===== config.mk =====
export PLATFORM = sky130hd
export DESIGN_NAME = yuv_crop_framebuffer_pack
export DESIGN_NICKNAME = d
export VERILOG_FILES = /design/src/sv/ycfp_pkg.sv /design/src/sv/yuv_crop_framebuffer_pack.sv
export SDC_FILE = /design/constraint.sdc
export NUM_CORES = 1
export LEC_CHECK = 0
export BUFFER_PORTS_ARGS = -buffer_cell sky130_fd_sc_hd__buf_2
export CAP_MARGIN = 25
export CELL_PAD_IN_SITES_DETAIL_PLACEMENT = 1
export CELL_PAD_IN_SITES_GLOBAL_PLACEMENT = 2
export CORE_MARGIN = 2
export CORE_UTILIZATION = 23
export CTS_CLUSTER_DIAMETER = 120
export DETAILED_ROUTE_END_ITERATION = 16
export PLACE_DENSITY = 0.54
export SYNTH_ARGS = -nofsm -noshare
export SYNTH_HDL_FRONTEND = slang
export SYNTH_SLANG_ARGS = --single-unit

===== constraint.sdc =====
create_clock -name clk_i -period 6.9 [get_ports clk_i]
set_clock_uncertainty 0.1 [all_clocks]
set_input_delay 1.38 -clock clk_i [delete_from_list [all_inputs] [get_ports clk_i]]
set_output_delay 1.38 -clock clk_i [all_outputs]
set_load 0.02 [all_outputs]

===== src/sv/ycfp_pkg.sv =====
// Shared types, register codes and arithmetic helpers for the YUV crop framebuffer packer.
package ycfp_pkg;

  localparam int unsigned SrcW = 11;
  localparam int unsigned ScrW = 13;
  localparam int unsigned PosW = 10;
  localparam int unsigned AccW = 20;
  localparam int unsigned AddrW = 26;

  localparam logic [SrcW-1:0] SRC_DIM_MAX = 11'd1024;
  localparam logic [ScrW-1:0] SCR_DIM_MAX = 13'd4096;

  localparam logic [SrcW-1:0] RST_SRC_WIDTH = 11'd640;
  localparam logic [SrcW-1:0] RST_SRC_HEIGHT = 11'd480;
  localparam logic [SrcW-1:0] RST_WIN_WIDTH = 11'd240;
  localparam logic [SrcW-1:0] RST_WIN_HEIGHT = 11'd135;
  localparam logic [ScrW-1:0] RST_SCR_WIDTH = 13'd240;
  localparam logic [ScrW-1:0] RST_SCR_HEIGHT = 13'd135;

  localparam logic signed [AccW-1:0] COEF_Y = 20'sd298;
  localparam logic signed [AccW-1:0] COEF_RV = 20'sd409;
  localparam logic signed [AccW-1:0] COEF_GU = 20'sd100;
  localparam logic signed [AccW-1:0] COEF_GV = 20'sd208;
  localparam logic signed [AccW-1:0] COEF_BU = 20'sd516;
  localparam logic signed [AccW-1:0] ROUND_OFS = 20'sd128;
  localparam logic [PosW-1:0] LUMA_OFS = 10'd16;
  localparam logic [PosW-1:0] CHROMA_OFS = 10'd128;

  localparam logic [2:0] BYTES_BGR0 = 3'd4;
  localparam logic [2:0] BYTES_BGR = 3'd3;
  localparam logic [2:0] BYTES_RGB565 = 3'd2;

  typedef enum logic [1:0] {
    FMT_BGR0   = 2'd0,
    FMT_BGR    = 2'd1,
    FMT_RGB565 = 2'd2,
    FMT_NONE   = 2'd3
  } pix_fmt_e;

  typedef enum logic [2:0] {
    REG_SRC_WIDTH  = 3'd0,
    REG_SRC_HEIGHT = 3'd1,
    REG_WIN_WIDTH  = 3'd2,
    REG_WIN_HEIGHT = 3'd3,
    REG_SCR_WIDTH  = 3'd4,
    REG_SCR_HEIGHT = 3'd5,
    REG_PIX_FORMAT = 3'd6
  } cfg_reg_e;

  // Floor division by 256 followed by saturation to 0..255.
  function automatic logic [7:0] clamp8(logic signed [AccW-1:0] acc);
    logic signed [11:0] q;
    logic [7:0] res;
    q = acc[AccW-1:8];
    if (q < 12'sd0) begin
      res = 8'd0;
    end else if (q > 12'sd255) begin
      res = 8'd255;
    end else begin
      res = q[7:0];
    end
    return res;
  endfunction

  function automatic logic signed [AccW-1:0] sext10(logic signed [PosW-1:0] v);
    return {{(AccW-PosW){v[PosW-1]}}, v};
  endfunction

endpackage


===== src/sv/yuv_crop_framebuffer_pack.sv =====
// Top level of the YUV crop framebuffer packer: position tracking, crop, color conversion, packing.
// Throughput: one item per cycle, when the output is not stalled, through four
// registered stages; the stages are the window check, the coefficient products, the stride
// multiply with clamping and the final pack. Items outside the crop window leave no result.
// Reset clears the pipeline valid bits and the position counters and loads
// the register defaults; the configuration port is always ready.
module yuv_crop_framebuffer_pack import ycfp_pkg::*; (
  input  logic              clk_i,
  input  logic              rst_ni,
  input  logic              cfg_valid_i,
  output logic              cfg_ready_o,
  input  logic [2:0]        cfg_index_i,
  input  logic [ScrW-1:0]   cfg_data_i,
  input  logic              in_valid_i,
  output logic              in_ready_o,
  input  logic [7:0]        luma_i,
  input  logic [7:0]        chroma_blue_i,
  input  logic [7:0]        chroma_red_i,
  input  logic              frame_start_i,
  output logic              out_valid_o,
  input  logic              out_ready_i,
  output logic [AddrW-1:0]  byte_address_o,
  output logic [31:0]       pixel_data_o,
  output logic [2:0]        byte_count_o,
  output logic              last_pixel_o
);

  logic [SrcW-1:0] src_width_q, src_height_q, win_width_q, win_height_q;
  logic [ScrW-1:0] scr_width_q, scr_height_q;
  pix_fmt_e        pix_format_q;

  logic [PosW-1:0] col_q, row_q, col_d, row_d;

  logic s1_valid_q, s2_valid_q, s3_valid_q, out_valid_q;
  logic s1_valid_d;
  logic out_adv, s3_ready, s2_ready, s1_ready, in_fire;

  assign cfg_ready_o = 1'b1;

  always_ff @(posedge clk_i or negedge rst_ni) begin
    if (!rst_ni) begin
      src_width_q  <= RST_SRC_WIDTH;
      src_height_q <= RST_SRC_HEIGHT;
      win_width_q  <= RST_WIN_WIDTH;
      win_height_q <= RST_WIN_HEIGHT;
      scr_width_q  <= RST_SCR_WIDTH;
      scr_height_q <= RST_SCR_HEIGHT;
      pix_format_q <= FMT_BGR0;
    end else if (cfg_valid_i) begin
      unique case (cfg_reg_e'(cfg_index_i))
        REG_SRC_WIDTH:  src_width_q  <= cfg_data_i[SrcW-1:0];
        REG_SRC_HEIGHT: src_height_q <= cfg_data_i[SrcW-1:0];
        REG_WIN_WIDTH:  win_width_q  <= cfg_data_i[SrcW-1:0];
        REG_WIN_HEIGHT: win_height_q <= cfg_data_i[SrcW-1:0];
        REG_SCR_WIDTH:  scr_width_q  <= cfg_data_i;
        REG_SCR_HEIGHT: scr_height_q <= cfg_data_i;
        REG_PIX_FORMAT: pix_format_q <= pix_fmt_e'(cfg_data_i[1:0]);
        default: ;
      endcase
    end
  end

  // Effective dimensions and window placement.
  logic [SrcW-1:0] sw_eff, sh_eff, cx_end, cy_end;
  logic [ScrW-1:0] scw_eff, sch_eff, scx_diff, scy_diff;
  logic [SrcW-1:0] cx_diff, cy_diff;
  logic [PosW-1:0] cx, cy;
  logic [ScrW-1:0] off_x, off_y;
  logic            crop_en;

  always_comb begin
    sw_eff  = (src_width_q > SRC_DIM_MAX) ? SRC_DIM_MAX : src_width_q;
    sh_eff  = (src_height_q > SRC_DIM_MAX) ? SRC_DIM_MAX : src_height_q;
    scw_eff = (scr_width_q > SCR_DIM_MAX) ? SCR_DIM_MAX : scr_width_q;
    sch_eff = (scr_height_q > SCR_DIM_MAX) ? SCR_DIM_MAX : scr_height_q;
    crop_en = (pix_format_q != FMT_NONE) && (win_width_q != '0) && (win_height_q != '0)
              && (sw_eff >= win_width_q) && (sh_eff >= win_height_q)
              && (scw_eff >= {2'b00, win_width_q}) && (sch_eff >= {2'b00, win_height_q});
    cx_diff  = sw_eff - win_width_q;
    cy_diff  = sh_eff - win_height_q;
    cx       = cx_diff[SrcW-1:1];
    cy       = cy_diff[SrcW-1:1];
    cx_end   = {1'b0, cx} + win_width_q;
    cy_end   = {1'b0, cy} + win_height_q;
    scx_diff = scw_eff - {2'b00, win_width_q};
    scy_diff = sch_eff - {2'b00, win_height_q};
    off_x    = {1'b0, scx_diff[ScrW-1:1]};
    off_y    = {1'b0, scy_diff[ScrW-1:1]};
  end

  // Stage 0: position of the current item and window check.
  logic [PosW-1:0] col_cur, row_cur, x_d, y_d;
  logic            in_win, last_d;

  always_comb begin
    col_cur = frame_start_i ? '0 : col_q;
    row_cur = frame_start_i ? '0 : row_q;
    if (({1'b0, col_cur} + 11'd1) >= sw_eff) begin
      col_d = '0;
      row_d = (({1'b0, row_cur} + 11'd1) >= sh_eff) ? '0 : row_cur + 10'd1;
    end else begin
      col_d = col_cur + 10'd1;
      row_d = row_cur;
    end
    in_win = crop_en && (col_cur >= cx) && ({1'b0, col_cur} < cx_end)
             && (row_cur >= cy) && ({1'b0, row_cur} < cy_end);
    x_d    = col_cur - cx;
    y_d    = row_cur - cy;
    last_d = ({1'b0, col_cur} == cx_end - 11'd1) && ({1'b0, row_cur} == cy_end - 11'd1);
  end

  assign out_adv    = !out_valid_q || out_ready_i;
  assign s3_ready   = !s3_valid_q || out_adv;
  assign s2_ready   = !s2_valid_q || s3_ready;
  assign s1_ready   = !s1_valid_q || s2_ready;
  assign in_ready_o = s1_ready;
  assign in_fire    = in_valid_i && s1_ready;
  assign s1_valid_d = in_fire && in_win;

  always_ff @(posedge clk_i or negedge rst_ni) begin
    if (!rst_ni) begin
      col_q       <= '0;
      row_q       <= '0;
      s1_valid_q  <= 1'b0;
      s2_valid_q  <= 1'b0;
      s3_valid_q  <= 1'b0;
      out_valid_q <= 1'b0;
    end else begin
      if (in_fire) begin
        col_q <= col_d;
        row_q <= row_d;
      end
      if (s1_ready) begin
        s1_valid_q <= s1_valid_d;
      end
      if (s2_ready) begin
        s2_valid_q <= s1_valid_q;
      end
      if (s3_ready) begin
        s3_valid_q <= s2_valid_q;
      end
      if (out_adv) begin
        out_valid_q <= s3_valid_q;
      end
    end
  end

  // Stage 1 registers.
  logic [7:0]      s1_luma_q, s1_cb_q, s1_cr_q;
  logic [PosW-1:0] s1_x_q, s1_y_q;
  logic            s1_last_q;

  always_ff @(posedge clk_i) begin
    if (s1_ready) begin
      s1_luma_q <= luma_i;
      s1_cb_q   <= chroma_blue_i;
      s1_cr_q   <= chroma_red_i;
      s1_x_q    <= x_d;
      s1_y_q    <= y_d;
      s1_last_q <= last_d;
    end
  end

  // Stage 1 to 2: coefficient products and screen position.
  logic signed [PosW-1:0] c_s, d_s, e_s;
  logic signed [AccW-1:0] c_w, d_w, e_w, r_acc_d, g_acc_d, b_acc_d;
  logic [ScrW-1:0]        fx_d, fy_d;

  always_comb begin
    c_s     = signed'({2'b00, s1_luma_q} - LUMA_OFS);
    d_s     = signed'({2'b00, s1_cb_q} - CHROMA_OFS);
    e_s     = signed'({2'b00, s1_cr_q} - CHROMA_OFS);
    c_w     = sext10(c_s);
    d_w     = sext10(d_s);
    e_w     = sext10(e_s);
    r_acc_d = COEF_Y * c_w + COEF_RV * e_w + ROUND_OFS;
    g_acc_d = COEF_Y * c_w - COEF_GU * d_w - COEF_GV * e_w + ROUND_OFS;
    b_acc_d = COEF_Y * c_w + COEF_BU * d_w + ROUND_OFS;
    fx_d    = off_x + {3'b000, s1_x_q};
    fy_d    = off_y + {3'b000, s1_y_q};
  end

  logic signed [AccW-1:0] s2_r_acc_q, s2_g_acc_q, s2_b_acc_q;
  logic [ScrW-1:0]        s2_fx_q, s2_fy_q;
  logic                   s2_last_q;

  always_ff @(posedge clk_i) begin
    if (s2_ready) begin
      s2_r_acc_q <= r_acc_d;
      s2_g_acc_q <= g_acc_d;
      s2_b_acc_q <= b_acc_d;
      s2_fx_q    <= fx_d;
      s2_fy_q    <= fy_d;
      s2_last_q  <= s1_last_q;
    end
  end

  // Stage 2 to 3: stride multiply and channel clamping.
  logic [AddrW-1:0] idx_d;
  logic [7:0]       r_d, g_d, b_d;

  always_comb begin
    idx_d = {13'd0, s2_fy_q} * {13'd0, scw_eff} + {13'd0, s2_fx_q};
    r_d   = clamp8(s2_r_acc_q);
    g_d   = clamp8(s2_g_acc_q);
    b_d   = clamp8(s2_b_acc_q);
  end

  logic [AddrW-1:0] s3_idx_q;
  logic [7:0]       s3_r_q, s3_g_q, s3_b_q;
  logic             s3_last_q;

  always_ff @(posedge clk_i) begin
    if (s3_ready) begin
      s3_idx_q  <= idx_d;
      s3_r_q    <= r_d;
      s3_g_q    <= g_d;
      s3_b_q    <= b_d;
      s3_last_q <= s2_last_q;
    end
  end

  // Stage 3 to output: byte address and packing.
  logic [AddrW-1:0] addr_d;
  logic [31:0]      data_d;
  logic [2:0]       count_d;

  always_comb begin
    unique case (pix_format_q)
      FMT_BGR0: begin
        count_d = BYTES_BGR0;
        addr_d  = {s3_idx_q[AddrW-3:0], 2'b00};
        data_d  = {8'd0, s3_r_q, s3_g_q, s3_b_q};
      end
      FMT_BGR: begin
        count_d = BYTES_BGR;
        addr_d  = {s3_idx_q[AddrW-2:0], 1'b0} + s3_idx_q;
        data_d  = {8'd0, s3_r_q, s3_g_q, s3_b_q};
      end
      FMT_RGB565: begin
        count_d = BYTES_RGB565;
        addr_d  = {s3_idx_q[AddrW-2:0], 1'b0};
        data_d  = {16'd0, s3_r_q[7:3], s3_g_q[7:2], s3_b_q[7:3]};
      end
      default: begin
        count_d = BYTES_BGR0;
        addr_d  = {s3_idx_q[AddrW-3:0], 2'b00};
        data_d  = {8'd0, s3_r_q, s3_g_q, s3_b_q};
      end
    endcase
  end

  logic [AddrW-1:0] out_addr_q;
  logic [31:0]      out_data_q;
  logic [2:0]       out_count_q;
  logic             out_last_q;

  always_ff @(posedge clk_i) begin
    if (out_adv) begin
      out_addr_q  <= addr_d;
      out_data_q  <= data_d;
      out_count_q <= count_d;
      out_last_q  <= s3_last_q;
    end
  end

  assign out_valid_o    = out_valid_q;
  assign byte_address_o = out_addr_q;
  assign pixel_data_o   = out_data_q;
  assign byte_count_o   = out_count_q;
  assign last_pixel_o   = out_last_q;

endmodule

Word level (Yosys, flattened, before mapping):

Index checks and enable logic that the tools add are counted.

* bits in registers: 341
* bits in latches: 0
* bits in writable memories: 0
* bits in read-only memories: 0
* bits of input ports: 46
* output and inout bits: 65
* word-level logic and storage cells: 146
* memories kept: 0

* add/sub/neg operators: 28
* multipliers: 6
* divide/modulo/power cells: 0
* $lt $le $gt $ge: 20
* eq/ne operators: 11
* shift operators: 0
* muxes and demuxes: 15
* bitwise logic cells: 0
* reductions and logical operators: 31

Operators with widths (count)
* 20-bit by 9-bit adder with 20-bit output, second input constant: 3
* 26-bit one-hot mux with 2 select lines: 1
* 10-bit two-way mux: 5
* 11-bit >= comparator: 4
* 12-bit by 9-bit > comparator with 1-bit output, second input constant: 3
* 12-bit by 1-bit < comparator with 1-bit output, second input constant: 3
* 9-bit by 9-bit multiplier with 18-bit output, first input constant: 2
* 12-bit by 10-bit adder with 13-bit output: 2
* 26-bit by 13-bit adder with 26-bit output: 1
* 26-bit adder: 1
* 13-bit by 11-bit >= comparator with 1-bit output: 2
* 13-bit > comparator, second input constant: 2
* 13-bit by 13-bit multiplier with 26-bit output: 1
* 13-bit two-way mux: 2
* 13-bit by 11-bit subtractor with 13-bit output: 2
* 8-bit two-way mux: 3
* 10-bit by 1-bit adder with 11-bit output, second input constant: 2
* 10-bit by 11-bit adder with 11-bit output: 2
* 10-bit by 11-bit equality test with 1-bit output: 2
* 11-bit > comparator, second input constant: 2
* 10-bit by 11-bit < comparator with 1-bit output: 2
* 11-bit two-way mux: 2
* 11-bit nonzero test: 2
* 11-bit by 1-bit subtractor with 11-bit output, second input constant: 2
* 26 further kinds: 58

Logic depth before layout (Yosys ltp):

* word-level depth: 12
* mapped depth: 31
* mapped depth without buffers: 31

Worst setup path after synthesis:

Ideal clock, no wire load.

* path kind: flip-flop to flip-flop
* from: register s1_luma_q[4]
* to: register s2_r_acc_q[19], data pin
* setup time: 258 ps
* data arrival time: 6595 ps
* required time: 6542 ps
* path slack: -52 ps
* cell stages (with the launch flop): 31
* buffers on the path: 0
* period minus slack after synthesis: 6952 ps
* cell sequence: edfxtp_1 -> inv_1 -> ha_1 -> inv_1 -> ha_1 -> ha_1 -> inv_1 -> fa_1 -> inv_1 -> fa_1 -> ha_1 -> ha_1 -> a21o_1 -> a21oi_1 -> nand2b_1 -> a21boi_0 -> nor2_1 -> xor2_1 -> inv_1 -> fa_1 -> inv_1 -> fa_1 -> inv_1 -> ha_1 -> a21oi_1 -> nor2b_1 -> a211o_1 -> o311a_1 -> nor3_1 -> o21bai_1 -> xnor2_1

* word-level cells in the longest chain between the ends: 4

RTL lines
* start: declaration: line yuv_crop_framebuffer_pack.sv:149 `logic [7:0] s1_luma_q, s1_cb_q, s1_cr_q;`
* start signal: assignment: line yuv_crop_framebuffer_pack.sv:155 `s1_luma_q <= luma_i;`
* 8-bit by 5-bit subtractor with 9-bit output: line yuv_crop_framebuffer_pack.sv:170 `c_s = signed'({2'b00, s1_luma_q} - LUMA_OFS);`
* 9-bit by 9-bit multiplier with 18-bit output: line yuv_crop_framebuffer_pack.sv:176 `r_acc_d = COEF_Y * c_w + COEF_RV * e_w + ROUND_OFS;`
* 19-bit by 19-bit adder with 20-bit output: line yuv_crop_framebuffer_pack.sv:176
* 20-bit by 9-bit adder with 20-bit output: line yuv_crop_framebuffer_pack.sv:176
* named net r_acc_d[19]: line yuv_crop_framebuffer_pack.sv:166 `logic signed [AccW-1:0] c_w, d_w, e_w, r_acc_d, g_acc_d, b_acc_d;`
* end signal: assignment: line yuv_crop_framebuffer_pack.sv:189 `s2_r_acc_q <= r_acc_d;`
* end: declaration: line yuv_crop_framebuffer_pack.sv:183 `logic signed [AccW-1:0] s2_r_acc_q, s2_g_acc_q, s2_b_acc_q;`

The timed path passes the listed nets, and every way through them passes these cells.
A chain may end at the register's enable or synchronous reset.

Worst setup path after layout:

* from: register s1_luma_q[4]
* to: register s2_r_acc_q[18], data pin

The elaborated chain is that of the path after synthesis.

==> flow_summary.yaml <==
timing:
  min_period_ns: 6.714
  period_share_pct: 97.31
  slew_viol_final: 0
  setup_tns_ns: 0
  max_freq_ghz: 0.1489
  finalHoldViolCount: 0
  slew_headroom_pct: 42.06
  worst_pin_slew_ns: 0.8673
  setup_viol: 0
  rsz0062_at_grt: "yes"
  holdWs_ns: 0.3260
worst_setup_path:
  worstSetupPathType: "reg -> reg"
  cp_max_fo: 3
  crit_slowest_cell: "fa_1"
  cp.required_ns: 7.16
  max_stage_delay_ns: 0.54
  startpoint: "s1_luma_q[4]"
  reg2reg_to: "s2_r_acc_q[18]"
  cpLargestDelayFamily: "adder cells"
  cp-start-kind: "flop"
  cp.depth: 29
  cp.arrival_ns: 6.98
  reg2regPathDepth: 29
  r2r-start: "s1_luma_q[4]"
  endpoint_kind: "flop"
  worst-path-buf-inv: 8
  reg2reg_slack_ns: 0.19
clock_tree:
  clk_pin_slew_ns: 0.05
  clockRootBuffer: "clkbuf_16"
  clk_latency_ns: 0.63
  cts_tree: "built"
  cts_buffers: 46
  cts_max_level: 2
  clock-sinks: 309
  clock_path_buffers: 3
drt:
  routed_wl_mm: 92.81
  wire_per_inst_um: 17.62
  vias_per_cell: 4.328
  drt_pass1_iterations: 4
  initialDrtViolationCount: 806
  drc_errors: 0
  vias: 22790
  antenna_left: 0
placed_design:
  place_hpwl_mm: 76.63
  portBuffers: 101
  globalplace.congestion: 0.7819
  placedCellCount: 5168
yosys:
  yosysWarnings: 0
  seq_area_frac_synth_pct: 27.78
  synth_top_area_cell: "edfxtp_1"
  yosysMostFrequentCell: "ha_1"
  synth_cell_types: 91
  yosys_register_bits: 309
  synth_common_cells: "ha_1, inv_1, nand2_1"
  synth-edff-count: 213
  synth.area.top_cells: "edfxtp_1, ha_1, fa_1"
  async_reset_ff_share_pct: 31.07
  syn_area_per_cell_um2: 9.852
  synthFlopType: "edfxtp_1"
  synthCells: 3225
  netlist_area_um2: 31770
  yosys.area.top_type_share_pct: 20.13
layout:
  syn2layout_area_growth_pct: 17.09
  drive_gt1_share_pct: 14.38
  fin_util_pct: 27.09
  regArea_um2: 8827
  instances_no_fill: 5266
  n_fill_cell: 15710
  final_nets: 4188
  multiInputGateArea_um2: 21220
grt:
  grt_remaining_overflow: 0
  grt_pass1_wl_mm: 145.5
  antenna_found_initial: 9
  grt_pass1_vias: 24370
  grt_usage_pct: 13.22
  grt_max_degree: 65
min_path:
  hp-start: "s1_last_q"
  hp-class: "reg -> reg"
  hold_depth: 0
  holdPathEnd: "s2_last_q"
floorplanning:
  dieArea_um2: 141100
  die_y_um: 375.7
  rows: 136
  initial_utilization_pct: 23.14
  pin_count: 111
  die_x_um: 375.7
  coreArea_um2: 137300
run:
  drv_cap: 0
run_status:
  status: "finished, final reports clean"
==> timing repair <==
item | in CTS | in global routing
buffers inserted | 4 | 6
hold buffers | 0 | 0
gates resized for setup | 27 | 41
pin swaps | 15 | 31
endpoints found under the setup margin | 12 | 16
==> sequential cells by signal, indices dropped and copies added, names as in the netlist, 12 cells and up <==
signal	flops
s2_fy_q	13
pixel_data_o	24
byte_address_o	26
s2_b_acc_q	12
s2_r_acc_q	12
scr_width_q	13
s3_idx_q	26
s2_g_acc_q	12
scr_height_q	13
s2_fx_q	13
==> cell type report <==
class                           instances  area share, %
Tap cell                             1794          6.034
Clock inverter                         29         0.7534
Sequential cell                       309          23.73
Antenna cell                            2        0.01345
Timing Repair Buffer                  232          4.241
Clock buffer                           56          3.417
Inverter                              472          4.769
Multi-Input combinational cell       2372          57.04
==> worst max-delay path by stage <==
stage | endpoint
global route | s2_r_acc_q[18]
global placement | s2_g_acc_q[19]
finish | s2_r_acc_q[18]
CTS | s2_r_acc_q[19]
detailed placement | s2_g_acc_q[19]
floorplan | s2_r_acc_q[18]
==> kinds of logic (layout without fill, tap and decap cells) <==
family / Yosys count / in the layout / synth area share [%]
simple gates: 802 / 802 / 12.49
other cells: 2 / 11 / 0.02364
fa+ha+maj: 709 / 709 / 32.81
xor+xnor: 213 / 213 / 5.946
buf+inv: 551 / 789 / 6.647
compound gates: 559 / 559 / 11.48
mux: 80 / 80 / 2.820
flops: 309 / 309 / 27.78
==> layer usage <==
layer	global-route usage [%]	part of all wire, %
met1	19.36	52
met3	1.436	2.3
met5	0	0
met2	20.91	44
met4	2.614	1.6
==> per-stage QoR <==
| step | area (um^2) | worst slack (ns) |
|---|---|---|
| floorplan | 31800 | 0.0009370 |
| global placement | 35210 | -0.3049 |
| detailed placement | 35210 | -0.3990 |
| CTS | 36910 | 0.004534 |
| global route | 37200 | -0.1038 |
| finish | 37200 | 0.1856 |
==> worst register-to-register path, delay by kind of cell, from the launching register on <==
family	cells	cell delay, ns
AO/OA/AOI/OAI	5	1.12
adder cells (fa/ha/maj)	11	3.82
buffers and inverters	8	0.44
flip-flops	1	0.41
AND/OR/NAND/NOR	5	0.62
==> placed cells by master (no fill, tap or decap), types with 100 or more instances in the layout <==
cell type  netlist  layout
a21oi_1        154     151
buf_2            2     100
buf_4           11     123
edfxtp_1       213     213
fa_1           207     206
ha_1           502     487
inv_1          472     460
nand2_1        236     235
nor2_1         178     177
o21ai_0        118     115
xnor2_1        137     137
Power is left out: the tool's default activity adds up to more than one toggle a clock period on the data nets, which glitch-free logic cannot reach.
